--- src/sv/sef_pkg.sv ---
// ----------------------------------------------------------------------------
// sef_pkg
// shared constants, types and helpers for the scaled exponential-integral block
// ----------------------------------------------------------------------------
package sef_pkg;

  localparam int unsigned MAX_TERMS     = 100;
  localparam int unsigned FRACTION_BITS = 16;

  localparam int unsigned IFB        = 40;
  localparam int unsigned BASE_TERMS = 20;
  localparam int unsigned TERM_SCALE = 80;
  localparam int unsigned ASYM_LIMIT = 1250;
  localparam int unsigned C120       = 120;
  localparam int unsigned C24        = 24;
  localparam int unsigned C6         = 6;
  localparam int unsigned C2         = 2;
  localparam int unsigned C1         = 1;

  localparam int unsigned XW  = 32;
  localparam int unsigned KW  = $clog2(MAX_TERMS + 1);
  localparam int unsigned NW  = KW + IFB;
  localparam int unsigned DWA = 33 + IFB - FRACTION_BITS;
  localparam int unsigned DW  = (DWA > NW + 1) ? DWA : NW + 1;
  localparam int unsigned QW  = NW + 1;
  localparam int unsigned WW  = QW + IFB;
  localparam int unsigned YW  = 30;
  localparam int unsigned PW  = IFB + 5;
  localparam int unsigned CW  = $clog2(WW + 1);
  localparam int unsigned PIW = 2;

  typedef enum logic [0:0] {
    OP_DIV,
    OP_MUL
  } sef_op_e;

  typedef struct packed {
    logic    start;
    sef_op_e op;
    logic    frac;
  } sef_req_t;

  typedef enum logic [2:0] {
    ST_IDLE,
    ST_TERMS,
    ST_INNER,
    ST_OUTER,
    ST_LAST,
    ST_RECIP,
    ST_POLY,
    ST_DONE
  } sef_state_e;

  // polynomial constants, innermost first
  function automatic logic [PW-1:0] poly_coef(input logic [PIW-1:0] idx);
    logic [PW-1:0] c;
    case (idx)
      2'd0:    c = PW'(C6) << IFB;
      2'd1:    c = PW'(C2) << IFB;
      default: c = PW'(C1) << IFB;
    endcase
    return c;
  endfunction

endpackage

--- src/sv/sef_unit.sv ---
// ----------------------------------------------------------------------------
// sef_unit
// shared bit-serial unit: restoring divider and shift-add multiplier
// ----------------------------------------------------------------------------
module sef_unit (
  input  logic                      clk_i,
  input  logic                      rst_ni,
  input  sef_pkg::sef_req_t         req_i,
  input  logic [sef_pkg::NW-1:0]    num_i,
  input  logic [sef_pkg::DW-1:0]    den_i,
  output logic                      done_o,
  output logic [sef_pkg::QW-1:0]    result_o
);

  logic [sef_pkg::CW-1:0] cnt_q;
  logic                   done_q;
  sef_pkg::sef_op_e       op_q;
  logic [sef_pkg::NW-1:0] n_q;
  logic [sef_pkg::DW-1:0] d_q;
  logic [sef_pkg::DW-1:0] r_q, r_d;
  logic [sef_pkg::WW-1:0] w_q, w_d;
  logic [sef_pkg::DW:0]   rs;
  logic                   ge;

  always_comb begin
    rs  = {r_q, n_q[sef_pkg::NW-1]};
    ge  = (rs >= {1'b0, d_q});
    r_d = r_q;
    w_d = w_q;
    case (op_q)
      sef_pkg::OP_DIV: begin
        r_d = ge ? sef_pkg::DW'(rs - {1'b0, d_q}) : rs[sef_pkg::DW-1:0];
        w_d = {w_q[sef_pkg::WW-2:0], ge};
      end
      sef_pkg::OP_MUL: begin
        w_d = {w_q[sef_pkg::WW-2:0], 1'b0} +
              (d_q[sef_pkg::YW-1] ? sef_pkg::WW'(n_q) : '0);
      end
      default: begin
        w_d = w_q;
      end
    endcase
  end

  always_ff @(posedge clk_i or negedge rst_ni) begin
    if (!rst_ni) begin
      cnt_q  <= '0;
      done_q <= 1'b0;
    end else begin
      done_q <= (cnt_q == sef_pkg::CW'(1));
      if (req_i.start) begin
        if (req_i.op == sef_pkg::OP_MUL) begin
          cnt_q <= sef_pkg::CW'(sef_pkg::YW);
        end else if (req_i.frac) begin
          cnt_q <= sef_pkg::CW'(sef_pkg::NW + sef_pkg::IFB);
        end else begin
          cnt_q <= sef_pkg::CW'(sef_pkg::NW);
        end
      end else if (cnt_q != '0) begin
        cnt_q <= cnt_q - sef_pkg::CW'(1);
      end
    end
  end

  always_ff @(posedge clk_i) begin
    if (req_i.start) begin
      op_q <= req_i.op;
      n_q  <= num_i;
      d_q  <= den_i;
      r_q  <= '0;
      w_q  <= '0;
    end else if (cnt_q != '0) begin
      r_q <= r_d;
      w_q <= w_d;
      if (op_q == sef_pkg::OP_MUL) begin
        d_q <= d_q << 1;
      end else begin
        n_q <= n_q << 1;
      end
    end
  end

  assign done_o   = done_q;
  assign result_o = (op_q == sef_pkg::OP_MUL) ?
                    w_q[sef_pkg::QW+sef_pkg::IFB-1:sef_pkg::IFB] :
                    w_q[sef_pkg::QW-1:0];

endmodule

--- src/sv/scaled_expint_factor.sv ---
// ----------------------------------------------------------------------------
// scaled_expint_factor
// x * exp(x) * E1(x) for an unsigned Q16.16 argument, result in Q1.31
// ----------------------------------------------------------------------------
// Input channel s_axis carries the argument x in tdata. Output channel m_axis
// carries F(x) in tdata (Q1.31, 1.0 = 2^31) and a status flag in tuser that
// is set, with zero data, for arguments in (0,1], which are not evaluated.
// One result transaction follows every input transaction, in order.
// All arithmetic runs on one bit-serial divide/multiply unit under a small
// sequencer, one bit per cycle. For 1 < x <= 1250 the continued fraction
// uses m = 20 + floor(80/x) terms, capped at 100, each term two divides.
// s_axis_tready is high only while the sequencer is idle. A finished result
// sits in the output register while the next argument is taken; the
// sequencer waits at its end while the receiver stalls. Reset returns the
// sequencer to idle and drops m_axis_tvalid.
// ----------------------------------------------------------------------------
module scaled_expint_factor (
  input  logic        clk_i,
  input  logic        rst_ni,
  input  logic        s_axis_tvalid,
  output logic        s_axis_tready,
  input  logic [31:0] s_axis_tdata,   // x_value
  output logic        m_axis_tvalid,
  input  logic        m_axis_tready,
  output logic [31:0] m_axis_tdata,   // factor
  output logic        m_axis_tuser    // status
);

  sef_pkg::sef_state_e      state_q, state_d;
  logic                     go_q, go_d;
  logic [sef_pkg::KW-1:0]   k_q, k_d;
  logic [sef_pkg::NW-1:0]   t_q, t_d;
  logic [sef_pkg::NW-1:0]   inner_q, inner_d;
  logic [sef_pkg::YW-1:0]   y_q, y_d;
  logic [sef_pkg::PW-1:0]   p_q, p_d;
  logic [sef_pkg::PW-1:0]   v_q, v_d;
  logic [sef_pkg::PIW-1:0]  pidx_q, pidx_d;
  logic [sef_pkg::XW-1:0]   xv_q, xv_d;
  logic [sef_pkg::DW-1:0]   xq_q, xq_d;
  logic                     stat_q, stat_d;
  logic                     mvalid_q;
  logic [31:0]              mdata_q;
  logic                     muser_q;
  logic                     load_out;

  sef_pkg::sef_req_t        req;
  logic [sef_pkg::NW-1:0]   num;
  logic [sef_pkg::DW-1:0]   den;
  logic                     done;
  logic [sef_pkg::QW-1:0]   res;
  logic [sef_pkg::QW-1:0]   mterm;
  logic [sef_pkg::PW-1:0]   pnext;
  logic [sef_pkg::PW:0]     vrnd;
  logic [sef_pkg::PW-9:0]   fr;
  logic [31:0]              fsat;

  sef_unit u_unit (
    .clk_i    (clk_i),
    .rst_ni   (rst_ni),
    .req_i    (req),
    .num_i    (num),
    .den_i    (den),
    .done_o   (done),
    .result_o (res)
  );

  assign s_axis_tready = (state_q == sef_pkg::ST_IDLE);

  always_comb begin
    vrnd = (sef_pkg::PW+1)'(v_q) + ((sef_pkg::PW+1)'(1) << 8);
    fr   = vrnd[sef_pkg::PW:9];
    fsat = (fr > ((sef_pkg::PW-8)'(1) << 31)) ? (32'd1 << 31) : fr[31:0];
    mterm = res + sef_pkg::QW'(sef_pkg::BASE_TERMS);
    pnext = sef_pkg::poly_coef(pidx_q) - sef_pkg::PW'(res);
  end

  always_comb begin
    state_d  = state_q;
    go_d     = go_q;
    k_d      = k_q;
    t_d      = t_q;
    inner_d  = inner_q;
    y_d      = y_q;
    p_d      = p_q;
    v_d      = v_q;
    pidx_d   = pidx_q;
    xv_d     = xv_q;
    xq_d     = xq_q;
    stat_d   = stat_q;
    load_out = 1'b0;
    req      = '{start: 1'b0, op: sef_pkg::OP_DIV, frac: 1'b1};
    num      = sef_pkg::NW'(1) << sef_pkg::IFB;
    den      = (sef_pkg::DW'(1) << sef_pkg::IFB) + sef_pkg::DW'(t_q);

    case (state_q)
      sef_pkg::ST_TERMS: begin
        req.frac = 1'b0;
        num = sef_pkg::NW'(sef_pkg::TERM_SCALE) << sef_pkg::FRACTION_BITS;
        den = sef_pkg::DW'(xv_q);
      end
      sef_pkg::ST_INNER: begin
        num = sef_pkg::NW'(k_q) << sef_pkg::IFB;
      end
      sef_pkg::ST_OUTER: begin
        num = sef_pkg::NW'(k_q) << sef_pkg::IFB;
        den = xq_q + sef_pkg::DW'(inner_q);
      end
      sef_pkg::ST_RECIP: begin
        den = xq_q;
      end
      sef_pkg::ST_POLY: begin
        req.op = sef_pkg::OP_MUL;
        num = sef_pkg::NW'(p_q);
        den = sef_pkg::DW'(y_q);
      end
      default: begin
        req.frac = 1'b1;
      end
    endcase

    case (state_q)
      sef_pkg::ST_IDLE: begin
        if (s_axis_tvalid) begin
          xv_d   = s_axis_tdata;
          xq_d   = sef_pkg::DW'(s_axis_tdata) << (sef_pkg::IFB - sef_pkg::FRACTION_BITS);
          v_d    = '0;
          stat_d = 1'b0;
          go_d   = 1'b0;
          if (s_axis_tdata == '0) begin
            state_d = sef_pkg::ST_DONE;
          end else if (64'(s_axis_tdata) <= (64'd1 << sef_pkg::FRACTION_BITS)) begin
            stat_d  = 1'b1;
            state_d = sef_pkg::ST_DONE;
          end else if (64'(s_axis_tdata) <=
                       (64'(sef_pkg::ASYM_LIMIT) << sef_pkg::FRACTION_BITS)) begin
            state_d = sef_pkg::ST_TERMS;
          end else begin
            state_d = sef_pkg::ST_RECIP;
          end
        end
      end
      sef_pkg::ST_DONE: begin
        if (!mvalid_q || m_axis_tready) begin
          load_out = 1'b1;
          state_d  = sef_pkg::ST_IDLE;
        end
      end
      default: begin
        if (!go_q) begin
          req.start = 1'b1;
          go_d      = 1'b1;
        end else if (done) begin
          go_d = 1'b0;
          case (state_q)
            sef_pkg::ST_TERMS: begin
              k_d = (mterm > sef_pkg::QW'(sef_pkg::MAX_TERMS)) ?
                    sef_pkg::KW'(sef_pkg::MAX_TERMS) : mterm[sef_pkg::KW-1:0];
              t_d = '0;
              state_d = sef_pkg::ST_INNER;
            end
            sef_pkg::ST_INNER: begin
              inner_d = res[sef_pkg::NW-1:0];
              state_d = sef_pkg::ST_OUTER;
            end
            sef_pkg::ST_OUTER: begin
              t_d = res[sef_pkg::NW-1:0];
              k_d = k_q - sef_pkg::KW'(1);
              state_d = (k_q == sef_pkg::KW'(1)) ? sef_pkg::ST_LAST : sef_pkg::ST_INNER;
            end
            sef_pkg::ST_LAST: begin
              v_d = sef_pkg::PW'(res);
              state_d = sef_pkg::ST_DONE;
            end
            sef_pkg::ST_RECIP: begin
              y_d = res[sef_pkg::YW-1:0];
              p_d = (sef_pkg::PW'(sef_pkg::C24) << sef_pkg::IFB) -
                    ((sef_pkg::PW'(res[sef_pkg::YW-1:0]) << 7) -
                     (sef_pkg::PW'(res[sef_pkg::YW-1:0]) << 3));
              pidx_d = '0;
              state_d = sef_pkg::ST_POLY;
            end
            sef_pkg::ST_POLY: begin
              p_d = pnext;
              if (pidx_q == sef_pkg::PIW'(3)) begin
                v_d = pnext;
                state_d = sef_pkg::ST_DONE;
              end else begin
                pidx_d = pidx_q + sef_pkg::PIW'(1);
              end
            end
            default: begin
              state_d = sef_pkg::ST_IDLE;
            end
          endcase
        end
      end
    endcase
  end

  always_ff @(posedge clk_i or negedge rst_ni) begin
    if (!rst_ni) begin
      state_q  <= sef_pkg::ST_IDLE;
      go_q     <= 1'b0;
      mvalid_q <= 1'b0;
    end else begin
      state_q <= state_d;
      go_q    <= go_d;
      if (load_out) begin
        mvalid_q <= 1'b1;
      end else if (m_axis_tready) begin
        mvalid_q <= 1'b0;
      end
    end
  end

  always_ff @(posedge clk_i) begin
    k_q     <= k_d;
    t_q     <= t_d;
    inner_q <= inner_d;
    y_q     <= y_d;
    p_q     <= p_d;
    v_q     <= v_d;
    pidx_q  <= pidx_d;
    xv_q    <= xv_d;
    xq_q    <= xq_d;
    stat_q  <= stat_d;
    if (load_out) begin
      mdata_q <= stat_q ? 32'd0 : fsat;
      muser_q <= stat_q;
    end
  end

  assign m_axis_tvalid = mvalid_q;
  assign m_axis_tdata  = mdata_q;
  assign m_axis_tuser  = muser_q;

  // result never above one
  assert property (@(posedge clk_i) disable iff (!rst_ni)
    m_axis_tvalid |-> (m_axis_tdata <= (32'd1 << 31)))
    else $error("factor above one");

  // unhandled argument carries zero data
  assert property (@(posedge clk_i) disable iff (!rst_ni)
    (m_axis_tvalid && m_axis_tuser) |-> (m_axis_tdata == 32'd0))
    else $error("flagged result with data");

  // busy after a transaction is taken
  assert property (@(posedge clk_i) disable iff (!rst_ni)
    (s_axis_tvalid && s_axis_tready) |=> !s_axis_tready)
    else $error("ready right after accept");

  // term counter within its cap while iterating
  assert property (@(posedge clk_i) disable iff (!rst_ni)
    (state_q == sef_pkg::ST_INNER || state_q == sef_pkg::ST_OUTER) |->
      (k_q <= sef_pkg::KW'(sef_pkg::MAX_TERMS) && k_q != '0))
    else $error("term counter out of range");

endmodule
--- config.mk ---
export PLATFORM = sky130hd
export DESIGN_NAME = scaled_expint_factor
export DESIGN_NICKNAME = d
export VERILOG_FILES = /design/src/sv/sef_pkg.sv /design/src/sv/sef_unit.sv /design/src/sv/scaled_expint_factor.sv
export SDC_FILE = /design/constraint.sdc
export NUM_CORES = 2
export LEC_CHECK = 0
export BUFFER_PORTS_ARGS = -buffer_cell sky130_fd_sc_hd__buf_2
export CELL_PAD_IN_SITES_DETAIL_PLACEMENT = 1
export CELL_PAD_IN_SITES_GLOBAL_PLACEMENT = 2
export CORE_MARGIN = 4
export CORE_UTILIZATION = 30
export CTS_BUF_LIST = sky130_fd_sc_hd__clkbuf_16
export DETAILED_ROUTE_END_ITERATION = 6
export PLACE_DENSITY_LB_ADDON = 0.25
export SYNTH_ARGS = -nofsm -noshare
export SYNTH_HDL_FRONTEND = slang
export SYNTH_HIERARCHICAL = 1
export SYNTH_SLANG_ARGS = --single-unit
--- constraint.sdc ---
create_clock -name clk_i -period 7.3 [get_ports clk_i]
set_input_delay 0.73 -clock clk_i [delete_from_list [all_inputs] [get_ports clk_i]]
set_output_delay 0.73 -clock clk_i [all_outputs]
set_load 0.01 [all_outputs]
==> impl_summary.log <==
INFO  metric worstSetupPathType = reg -> reg
INFO  metric place.port_buffers = 70
INFO  metric finalSetupViolCount = 0
INFO  metric final.min_clock_period = approximately 6.4 ns
INFO  metric data_arrival_at_the_endpoint_of_the_critical_path = just under 7 ns
INFO  metric synth.avg_cell_area = 8.84 sq um
INFO  metric worst_setup_path_start_kind = flop
INFO  metric max_cap_viol_count = 0
INFO  metric synth_ff_type = sky130_fd_sc_hd__edfxtp_1
INFO  metric clock_sink_count = 544
INFO  metric ff2ff_setup_slack = between 0.8 and 0.9 ns
INFO  metric grt_pass1_wl = roughly 220 mm
INFO  metric synthesis.instances = between 4000 and 5000
INFO  metric number_of_distinct_library_cell_variants_in_the_gate_level_netlist_after_synthesis = about 100
INFO  metric hold_violations = 0
INFO  metric initial_utilization = 30.2%
INFO  metric clk-insertion-delay-late = around 0.67 ns
INFO  metric most_used_standard_cell_by_instance_count_after_synthesis = sky130_fd_sc_hd__nand2_1
INFO  metric coreArea = 126000 sq um
INFO  metric synth-seq-area-share = 39.0%
INFO  metric areaGrowthSynthToFinish = 11.6%
INFO  metric postSynthRegisterBits = 544
INFO  metric grt_antenna_before_repair = 4
INFO  metric crit_chain = inv_1, nand2_1, nand2_1, buf_4, inv_1, ha_1, xor2_1, o22a_1, a2111oi_0, nand3_1, nor4_1, nor4b_1, or4b_1, o21ai_0, o21ai_0
INFO  metric cp.required = between 7 and 8 ns
INFO  metric clk_skew = about 0.036 ns
INFO  metric fp.dieW = between 300 and 400 um
INFO  metric finalWeightedCongestion = 0.903
INFO  metric async_flop_share = under 10%
INFO  metric drv_slew = 0
INFO  metric post-cts-setup-buffer-count = 0
INFO  metric achievable-frequency = approximately 160 MHz
INFO  metric dpl.hpwl = 110 mm
INFO  metric drt_first_iter_violations = 2444
INFO  metric clock-root-buffer = sky130_fd_sc_hd__clkbuf_16
INFO  metric syn_nets = approximately 4500
INFO  metric powerDensity = 506 nW/um^2
INFO  metric vdd_drop_max = around 0.00026 V
INFO  metric synth-warning-count = 6
INFO  metric crit_path_start = u_unit/op_q
INFO  metric ys_top_cells_by_count = sky130_fd_sc_hd__nand2_1, sky130_fd_sc_hd__edfxtp_1, sky130_fd_sc_hd__nor2_1, sky130_fd_sc_hd__o21ai_0, sky130_fd_sc_hd__a21oi_1
INFO  metric synth-edff-count = approximately 390
INFO  metric die-height = around 360 um
INFO  metric io_pins = 71
INFO  metric grt-ovfl-total = 0
INFO  metric cp_max_fo = 15
INFO  metric cell_type_group_with_the_largest_total_delay_on_the_critical_path = simple AND/OR/NAND/NOR gates
INFO  metric die_area = 132000 sq um
INFO  metric min-delay-path-class = in -> reg
INFO  metric net_count_final = between 4000 and 5000
INFO  metric unrepaired_setup_endpoints_after_global_routing = false
INFO  metric transition_time_at_the_pin_with_the_least_slew_margin = 1.25 ns
INFO  metric slew-limit-headroom = between 10% and 20%
INFO  metric timing.critical_path.depth = 15
INFO  metric slowest_delay = 1.02 ns
INFO  metric average_wire_per_standard_cell = between 20 and 25 um
INFO  metric fin_util = 33.7%
INFO  metric cts_hold_buf = 1
INFO  metric hp-start = s_axis_tdata[12]
INFO  metric globalRouteTotalUtil = between 20% and 30%
INFO  metric worstSetupEndpointType = flop
INFO  metric cts-htree-levels = 3
INFO  metric crit_buf_inv = 3
INFO  metric post_synth_instance_area = approximately 38000 sq um
INFO  metric leakage = 15.9 nW
INFO  metric timing.rr.start = u_unit/op_q
INFO  metric r2r-end = p_q[38]
INFO  metric cts-resized-gates = 0
INFO  metric route.detailed.vias_per_inst = 5.48
INFO  metric final_layout_size_suffix_gt1_share = ~10%
INFO  metric synth_top_cell_area_share = a little under a third
INFO  metric setup_tns = 0 ns
INFO  metric num_rows = 130
INFO  metric synth.largest_area_cell = sky130_fd_sc_hd__edfxtp_1
INFO  metric final_min_period_over_clock_period = around 90%
INFO  metric wirelength = approximately 150 mm
INFO  metric crit_path_top_delay_cell = sky130_fd_sc_hd__a2111oi_0
INFO  metric clock_input_transition_at_the_sequential_cells_of_the_worst_setup_and_hold_paths = 0.06 ns
INFO  metric tritoncts.num_buffers = 72
INFO  metric critical_path.endpoint = p_q[38]
INFO  metric remaining_drc_errors = 0
INFO  metric clock_path_buffers = 3
INFO  metric first_global_vias = between 30000 and 40000
INFO  metric dr_pass1_iterations = 5
INFO  metric status = complete, no violations
INFO  metric grt_start_max_net_pins = 171
INFO  metric detail-route-antenna-nets = 0
INFO  metric route.vias.total = between 30000 and 40000
INFO  metric tritoncts = built
INFO  metric worst_r2r_path_depth = 15
INFO  metric synth_area_leaders = sky130_fd_sc_hd__edfxtp_1, sky130_fd_sc_hd__dfxtp_1, sky130_fd_sc_hd__ha_1, sky130_fd_sc_hd__nand2_1, sky130_fd_sc_hd__xnor2_1
-- area by class of cell --
class                           instances  area, sq um
Inverter                              164          617
Clock buffer                           74         1850
Sequential cell                       544        14800
Clock inverter                         60          601
Timing Repair Buffer                  128          813
Antenna cell                            2         5.00
Multi-Input combinational cell       3325        21600
Fill cell                           14600        83200
Tap cell                             1650         2060
-- logic make-up after synthesis --
group	count (synthesis)	share of synthesized area, %
AO/OA/AOI/OAI	1103	18.7
adder cells (fa/ha/maj)	171	5.70
AND/OR/NAND/NOR	1561	19.9
multiplexers	194	5.47
buffers and inverters	422	4.37
XOR/XNOR	296	6.83
flip-flops	544	39.0
-- state kept, by name, summed over array words and instances, names as in the netlist, 37 cells and up --
signal,count
t_q,47
u_unit/w_q,88
u_unit/n_q,47
u_unit/r_q,57
v_q,37
inner_q,47
u_unit/d_q,57
p_q,45
-- metrics by stage --
stage	power, W	instances	hold slack (ns)	instance area [sq um]	setup slack [ns]
3_3_place_gp	0.0177	5810	0.460	39900	1.14
4_1_cts	0.0216	5945	0.200	42400	0.958
6_report	0.0215	5947	0.257	42400	0.854
2_1_floorplan	0.0136	4291	0.434	38000	1.18
3_5_place_dp	0.0177	5810	0.474	39900	1.01
5_1_grt	0.0230	5945	0.212	42400	0.440
-- cell usage in the layout (no fill, tap or decap), drive strengths merged, types with 97 or more instances in the layout --
master / n
mux2: 107
xor2: 97
dfxtp: 145
nor2: 385
ha: 168
a21oi: 276
buf: 127
nand3: 115
o21ai: 308
edfxtp: 386
nand2: 500
and2: 110
inv: 175
xnor2: 199
-- where the power goes --
group	internal (W)	leakage [nW]	total, W	switching, W
registers	0.00455	4.96	0.00527	0.000716
clock network	0.00221	1.24	0.00373	0.00152
logic	0.00428	9.69	0.0125	0.00818
total	0.0110	15.9	0.0215	0.0104
-- how the worst min path moves through the flow --
stage                                end  slack [ns]  cells past startpoint
after floorplan                     go_q        0.43                      0
after global placement    u_unit/r_q[36]        0.46                      2
after detailed placement  u_unit/r_q[17]        0.47                      2
after CTS                       xv_q[12]        0.20                      1
after global routing            xv_q[31]        0.21                      1
final                           xv_q[12]        0.26                      1
-- per-layer routing --
metal | wire length (um) | global-route usage, %
met5 | 0 | 0
met1 | 68800 | 30.1
met2 | 67200 | 35.5
met3 | 5280 | 2.51
met4 | 3860 | 5.72
Power figures use the tool's default switching activity.
